$ cat src/rtl/cdc_pkg.sv
// Shared types, constants and calendar tables for the day count block.
package cdc_pkg;

    localparam int YEAR_W  = 14;
    localparam int MONTH_W = 4;
    localparam int DAY_W   = 5;
    localparam int ORD_W   = 22;
    localparam int COUNT_W = 22;

    localparam logic [YEAR_W-1:0] YEAR_MAX = 14'd9999;

    // floor(x / 100) == (x * RECIP_100) >> RECIP_SHIFT for x < 2**15
    localparam logic [12:0] RECIP_100   = 13'd5243;
    localparam int          RECIP_SHIFT = 19;

    localparam logic [6:0]  CENTURY     = 7'd100;
    localparam logic [8:0]  DAYS_YEAR   = 9'd365;

    localparam logic [MONTH_W-1:0] MONTH_JAN = 4'd1;
    localparam logic [MONTH_W-1:0] MONTH_FEB = 4'd2;

    // Stage load enables handed to each date unit.
    typedef struct packed {
        logic en_a;
        logic en_b;
    } cdc_pipe_t;

    // Month length; zero for month codes that mean nothing.
    function automatic logic [DAY_W-1:0] month_len(input logic [MONTH_W-1:0] m,
                                                   input logic leap);
        logic [DAY_W-1:0] len;
        case (m)
            4'd1, 4'd3, 4'd5, 4'd7, 4'd8, 4'd10, 4'd12: len = 5'd31;
            4'd4, 4'd6, 4'd9, 4'd11:                   len = 5'd30;
            4'd2:                                       len = leap ? 5'd29 : 5'd28;
            default:                                    len = 5'd0;
        endcase
        return len;
    endfunction

    // Days in a common year before the first of month m.
    function automatic logic [8:0] days_before(input logic [MONTH_W-1:0] m);
        logic [8:0] cum;
        case (m)
            4'd1:    cum = 9'd0;
            4'd2:    cum = 9'd31;
            4'd3:    cum = 9'd59;
            4'd4:    cum = 9'd90;
            4'd5:    cum = 9'd120;
            4'd6:    cum = 9'd151;
            4'd7:    cum = 9'd181;
            4'd8:    cum = 9'd212;
            4'd9:    cum = 9'd243;
            4'd10:   cum = 9'd273;
            4'd11:   cum = 9'd304;
            4'd12:   cum = 9'd334;
            default: cum = 9'd0;
        endcase
        return cum;
    endfunction

endpackage

$ cat src/rtl/cdc_ordinal.sv
// Two-stage date unit: validity check and day ordinal of one Gregorian date.
module cdc_ordinal (
    input  logic                            aclk,
    input  cdc_pkg::cdc_pipe_t              pipe,
    input  logic [cdc_pkg::YEAR_W-1:0]      year,
    input  logic [cdc_pkg::MONTH_W-1:0]     month,
    input  logic [cdc_pkg::DAY_W-1:0]       day,
    output logic [cdc_pkg::ORD_W-1:0]       ordinal,
    output logic                            date_ok
);

    // stage A: products
    logic [cdc_pkg::YEAR_W-1:0]  year_a_reg;
    logic [cdc_pkg::MONTH_W-1:0] month_a_reg;
    logic [cdc_pkg::DAY_W-1:0]   day_a_reg;
    logic [7:0]                  qfloor_a_reg;
    logic [8:0]                  qceil_a_reg;
    logic [22:0]                 y365_a_reg;
    logic                        big_a_reg;

    logic [26:0] prod_floor;
    logic [14:0] year_p99;
    logic [27:0] prod_ceil;

    assign prod_floor = 27'(year) * 27'(cdc_pkg::RECIP_100);
    assign year_p99   = 15'(year) + 15'd99;
    assign prod_ceil  = 28'(year_p99) * 28'(cdc_pkg::RECIP_100);

    always_ff @(posedge aclk) begin
        if (pipe.en_a) begin
            year_a_reg   <= year;
            month_a_reg  <= month;
            day_a_reg    <= day;
            qfloor_a_reg <= prod_floor[cdc_pkg::RECIP_SHIFT +: 8];
            qceil_a_reg  <= prod_ceil[cdc_pkg::RECIP_SHIFT +: 9];
            y365_a_reg   <= 23'(year) * 23'(cdc_pkg::DAYS_YEAR);
            big_a_reg    <= year > cdc_pkg::YEAR_MAX;
        end
    end

    // stage B: leap rule, ordinal, range check
    logic [14:0]              rem_year;
    logic                     leap;
    logic [14:0]              year_p3;
    logic [12:0]              leaps_before;
    logic [9:0]               qceil_p3;
    logic [cdc_pkg::DAY_W-1:0] len;
    logic [22:0]              ord_sum;
    logic                     ok_next;
    logic [cdc_pkg::ORD_W-1:0] ord_reg;
    logic                     ok_reg;

    assign rem_year = 15'(year_a_reg) - 15'(qfloor_a_reg) * 15'(cdc_pkg::CENTURY);
    assign leap     = (year_a_reg[1:0] == 2'd0) &&
                      ((rem_year != 15'd0) || (qfloor_a_reg[1:0] == 2'd0));

    // leap years before this one: ceil(y/4) - ceil(y/100) + ceil(y/400)
    assign year_p3      = 15'(year_a_reg) + 15'd3;
    assign qceil_p3     = 10'(qceil_a_reg) + 10'd3;
    assign leaps_before = year_p3[14:2] - 13'(qceil_a_reg) + 13'(qceil_p3[9:2]);

    assign len     = cdc_pkg::month_len(month_a_reg, leap);
    assign ok_next = !big_a_reg && (day_a_reg != '0) && (day_a_reg <= len);

    assign ord_sum = y365_a_reg + 23'(leaps_before)
                   + 23'(cdc_pkg::days_before(month_a_reg))
                   + 23'(leap && (month_a_reg > cdc_pkg::MONTH_FEB))
                   + 23'(day_a_reg);

    always_ff @(posedge aclk) begin
        if (pipe.en_b) begin
            ord_reg <= ord_sum[cdc_pkg::ORD_W-1:0];
            ok_reg  <= ok_next;
        end
    end

    assign ordinal = ord_reg;
    assign date_ok = ok_reg;

endmodule

$ cat src/rtl/calendar_day_count.sv
// Top level: inclusive day count between two Gregorian dates.
//
// Each item on the s_ channel carries two dates; each item on the m_ channel
// carries the inclusive count of days between them (1 for equal dates) and,
// on m_tuser, a flag for a bad year, month or day, in which case the count
// is 0. The order of the two dates does not matter.
//
// Items move through four register stages: input register, product stage,
// ordinal stage and result register. The edge that accepts an item loads the
// input register, and the result register drives m_tvalid. One item is
// accepted per cycle while the output is not stalled, since every stage is
// one pass of constant multiplies and adds.
//
// Each stage holds its item while the stage ahead is full and stalled;
// s_tready falls only once all four stages hold items and m_tready is low. A stalled result
// stays on m_tdata and m_tuser unchanged.
//
// Reset (aresetn low at a clock edge) empties every stage; payload registers
// keep stale values that are never shown.
module calendar_day_count (
    input  logic        aclk,
    input  logic        aresetn,
    input  logic        s_tvalid,
    output logic        s_tready,
    // first_year, first_month, first_day, second_year, second_month,
    // second_day, zero fill
    input  logic [47:0] s_tdata,
    output logic        m_tvalid,
    input  logic        m_tready,
    // day_count, zero fill
    output logic [23:0] m_tdata,
    // date_invalid
    output logic        m_tuser
);

    logic v0_reg, v1_reg, v2_reg, v3_reg;
    logic rdy0, rdy1, rdy2, rdy3;

    assign rdy3 = !v3_reg || m_tready;
    assign rdy2 = !v2_reg || rdy3;
    assign rdy1 = !v1_reg || rdy2;
    assign rdy0 = !v0_reg || rdy1;

    assign s_tready = rdy0;

    always_ff @(posedge aclk) begin
        if (!aresetn) begin
            v0_reg <= 1'b0;
            v1_reg <= 1'b0;
            v2_reg <= 1'b0;
            v3_reg <= 1'b0;
        end else begin
            if (rdy0) v0_reg <= s_tvalid;
            if (rdy1) v1_reg <= v0_reg;
            if (rdy2) v2_reg <= v1_reg;
            if (rdy3) v3_reg <= v2_reg;
        end
    end

    // input register
    logic [45:0] in_reg;

    always_ff @(posedge aclk) begin
        if (rdy0) begin
            in_reg <= s_tdata[45:0];
        end
    end

    cdc_pkg::cdc_pipe_t pipe;
    assign pipe.en_a = rdy1;
    assign pipe.en_b = rdy2;

    logic [cdc_pkg::ORD_W-1:0] ord_first, ord_second;
    logic                      ok_first, ok_second;

    cdc_ordinal u_first (
        .aclk    (aclk),
        .pipe    (pipe),
        .year    (in_reg[13:0]),
        .month   (in_reg[17:14]),
        .day     (in_reg[22:18]),
        .ordinal (ord_first),
        .date_ok (ok_first)
    );

    cdc_ordinal u_second (
        .aclk    (aclk),
        .pipe    (pipe),
        .year    (in_reg[36:23]),
        .month   (in_reg[40:37]),
        .day     (in_reg[45:41]),
        .ordinal (ord_second),
        .date_ok (ok_second)
    );

    // result register
    logic [cdc_pkg::COUNT_W-1:0] count_reg, count_next;
    logic                        invalid_reg, invalid_next;
    logic [cdc_pkg::ORD_W-1:0]   diff;

    always_comb begin
        diff         = (ord_first > ord_second) ? ord_first - ord_second
                                                : ord_second - ord_first;
        invalid_next = !(ok_first && ok_second);
        count_next   = invalid_next ? '0 : cdc_pkg::COUNT_W'(diff) + 1'b1;
    end

    always_ff @(posedge aclk) begin
        if (rdy3) begin
            count_reg   <= count_next;
            invalid_reg <= invalid_next;
        end
    end

    assign m_tvalid = v3_reg;
    assign m_tdata  = {2'b00, count_reg};
    assign m_tuser  = invalid_reg;

endmodule

$ cat config.mk
export PLATFORM = sky130hd
export DESIGN_NAME = calendar_day_count
export DESIGN_NICKNAME = d
export VERILOG_FILES = /design/src/rtl/cdc_pkg.sv /design/src/rtl/cdc_ordinal.sv /design/src/rtl/calendar_day_count.sv
export SDC_FILE = /design/constraint.sdc
export NUM_CORES = 2
export LEC_CHECK = 0
export BUFFER_PORTS_ARGS = -buffer_cell sky130_fd_sc_hd__buf_4
export CAP_MARGIN = 20
export CORE_MARGIN = 2
export CORE_UTILIZATION = 65
export DETAILED_ROUTE_END_ITERATION = 12
export PLACE_DENSITY = 0.87
export SYNTH_ARGS = -nofsm -noshare
export SYNTH_HDL_FRONTEND = slang
export SYNTH_SLANG_ARGS = --single-unit
$ cat constraint.sdc
create_clock -name aclk -period 9.4 [get_ports aclk]
set_clock_uncertainty 0.2 [all_clocks]
set_input_delay 0.94 -clock aclk [delete_from_list [all_inputs] [get_ports aclk]]
set_output_delay 0.94 -clock aclk [all_outputs]
set_load 0.03 [all_outputs]
==> summary.md <==
| Metric | Value |
|---|---|
| Syn Area/Cell | `10.2 um2` |
| Remaining antenna violation count | `0` |
| Drt drc | `0` |
| Asr flop ratio synth | `0%` |
| Fillcell total | `3,777` |
| Root buffer cell | `clkbuf_16` |
| WS Path Type | `reg2reg` |
| Die Area | `between 50,000 and 60,000 um2` |
| Layout cells sized above 1 | `~4.7%` |
| Initial core utilization | `65.7%` |
| Post-synth EDFFs | `237` |
| FMAX | `between 100 and 150 MHz` |
| Max reg flops | `46` |
| Hold_buf cts | `0` |
| Post-CTS resize count | `0` |
| HP Class | `reg2reg` |
| Setup violators final | `0` |
| Worst Max-Slew Pin Slew | `between 1000 and 1500 ps` |
| Top_reg_cell synth | `edfxtp_1` |
| Final WL | `around 82,000 um` |
| Slew HR | `a little under a third` |
| Pin count of the biggest net entering global routing | `77` |
| Post-Syn Area | `36,200 um2` |
| Status | `finished, final reports clean` |
| Unrepaired setup endpoints after global routing | `no` |
| CTS tree | `done` |
| Seq/Total Area, Yosys | `20.9%` |
| Nets | `roughly 4,800` |
| IO Port Bufs | `74` |
| Gate count of the mapped netlist | `~3,500` |
| Register bit count reported by yosys | `259` |
| Max-cap violations | `0` |
| GP Congestion | `0.953` |
| N_diodes | `0` |
| # IOs | `between 70 and 80` |
| Core area | `between 50,000 and 60,000 um2` |
| Grt ovf | `0` |
| Initial antenna violation count | `1` |
| H-tree Lvls | `1` |
| Vias post-DR | `around 26,000` |
| Startpoint types | `flip-flop` |
| Num CTS Buffers | `31` |
| Worst Setup End Kind | `flip-flop` |
| Clock Latency Late Sink | `a little over 600 ps` |
| Fin crit share | `about 92%` |
| Routed WL per cell | `~18 um` |
| Yosys cell types | `90` |
| TritonCTS Sinks | `approximately 260` |
| YS warnings | `0` |
| Clock slew at reported path FFs | `approximately 60 ps` |
| 1st-pass router iterations | `5` |
| Final Hold Viols | `0` |
| Postcts setup bufs | `0` |
| Commonest non-fill, non-tap cell in the layout | `inv_1` |
| Sequential cell area | `7560 um2` |
| Max Root-Sink Buffers | `3` |
| Fin crit period | `8650 ps` |
| Multi-input logic area | `25,500 um2` |
| DP HPWL | `67,000 um` |
| Rows | `86` |
| Slew Viols, Final | `0` |
| DIE HEIGHT | `240 um` |
| Global Route Usage Sum | `29.3%` |
| Setup TNS Final | `0 ps` |
| Area added between synthesis and finish | `6.80%` |
| First-pass GRT wire length | `between 100,000 and 150,000 um` |
| Vias in the first global route | `around 27,000` |
| Crit Path Max Fanout | `9` |
| Most frequent cells in the layout | `815 x inv_1, 723 x ha_1, 400 x fa_1` |
| DR vias/cell | `roughly 5.8` |
| DR iter-0 viols | `around 1,700` |
| Die width | `240 um` |
| Worst endpoint required time | `9680 ps` |
| Critical Path AT | `about 8900 ps` |
[through the flow]
| stage | instances | instance area, um2 | setup slack (ps) | utilization [%] | hold WS, ps |
|---|---|---|---|---|---|
| finish | 4412 | 38700 | 746 | 70.2 | 227 |
| global placement | 4354 | 37700 | 1110 | 68.4 | 206 |
| CTS | 4412 | 38700 | 807 | 70.2 | 223 |
| detailed placement | 4354 | 37700 | 847 | 68.4 | 206 |
| floorplan | 3550 | 36200 | 1710 | - | 200 |
| global route | 4412 | 38700 | 297 | 70.2 | 227 |
[final cells by class]
type	count	share of cell area, %
Multi-Input combinational cell	2446	65.8
Clock buffer	37	2.14
Tap cell	748	2.42
Inverter	817	7.94
Timing Repair Buffer	84	1.63
Clock inverter	21	0.495
Sequential cell	259	19.5
[worst max-delay path: stages, from the launching register on]
cell and delay, ps:
edfxtp_1 710, inv_1 250, ha_1 340, nor2b_1 220, a21oi_1 140, o21bai_1 330, nand2_1 130, xnor2_1 740
fa_1 560, ha_1 330, fa_1 480, fa_1 530, fa_1 510, ha_1 300, and3_1 210, a221o_1 300
a21oi_1 150, o21a_1 130, o21ai_0 250, a21oi_1 390, o21ai_0 310, o41a_1 460, or4_1 490, nand3_1 100
[worst paths after layout]
kind,startpoint,to,slack (ps),depth (start not counted)
worst max-delay path,in_reg[1]$_DFFE_PP_,u_first.qceil_a_reg[8]$_DFFE_PN_,750,23
worst min-delay path,in_reg[20]$_DFFE_PP_,u_first.day_a_reg[2]$_DFFE_PN_,230,0
worst max register to register,in_reg[1]$_DFFE_PP_,u_first.qceil_a_reg[8]$_DFFE_PN_,750,23
worst min register to register,in_reg[20]$_DFFE_PP_,u_first.day_a_reg[2]$_DFFE_PN_,230,0
[cell families after synthesis]
kind of cell    share of synthesized area, %
fa+ha+maj                               47.1
buf+inv                                 8.84
simple gates                            7.87
compound gates                          9.21
flops                                   20.9
xor+xnor                                5.56
mux                                    0.546
other cells                           0.0104
[routing by layer]
metal  up-vias  track usage [%]  wire length, um
met1     12400             37.1            32900
li1      12000                -                -
met5         -                0                0
met4         0             11.0             3200
met3       224             4.60             5690
met2       971             50.8            39800
[cells in the mapped netlist, types with 23 or more instances]
| master | number | area share (%) |
|---|---|---|
| inv_1 | 815 | 8.4 |
| nand2_1 | 131 | 1.4 |
| xor2_1 | 66 | 1.6 |
| edfxtp_1 | 237 | 20 |
| nand3_1 | 49 | 0.68 |
| o21a_1 | 27 | 0.56 |
| xnor2_1 | 164 | 4.0 |
| nor3_1 | 50 | 0.69 |
| nor2_1 | 135 | 1.4 |
| nor2b_1 | 34 | 0.59 |
| o21bai_1 | 24 | 0.50 |
| fa_1 | 400 | 22 |
| a21oi_1 | 148 | 2.0 |
| nand4_1 | 23 | 0.40 |
| ha_1 | 723 | 25 |
| o21ai_0 | 91 | 1.3 |
| a21o_1 | 58 | 1.2 |
| and3_1 | 30 | 0.52 |
Power is left out: the tool's default activity adds up to more than one toggle a clock period on the data nets, which glitch-free logic cannot reach.
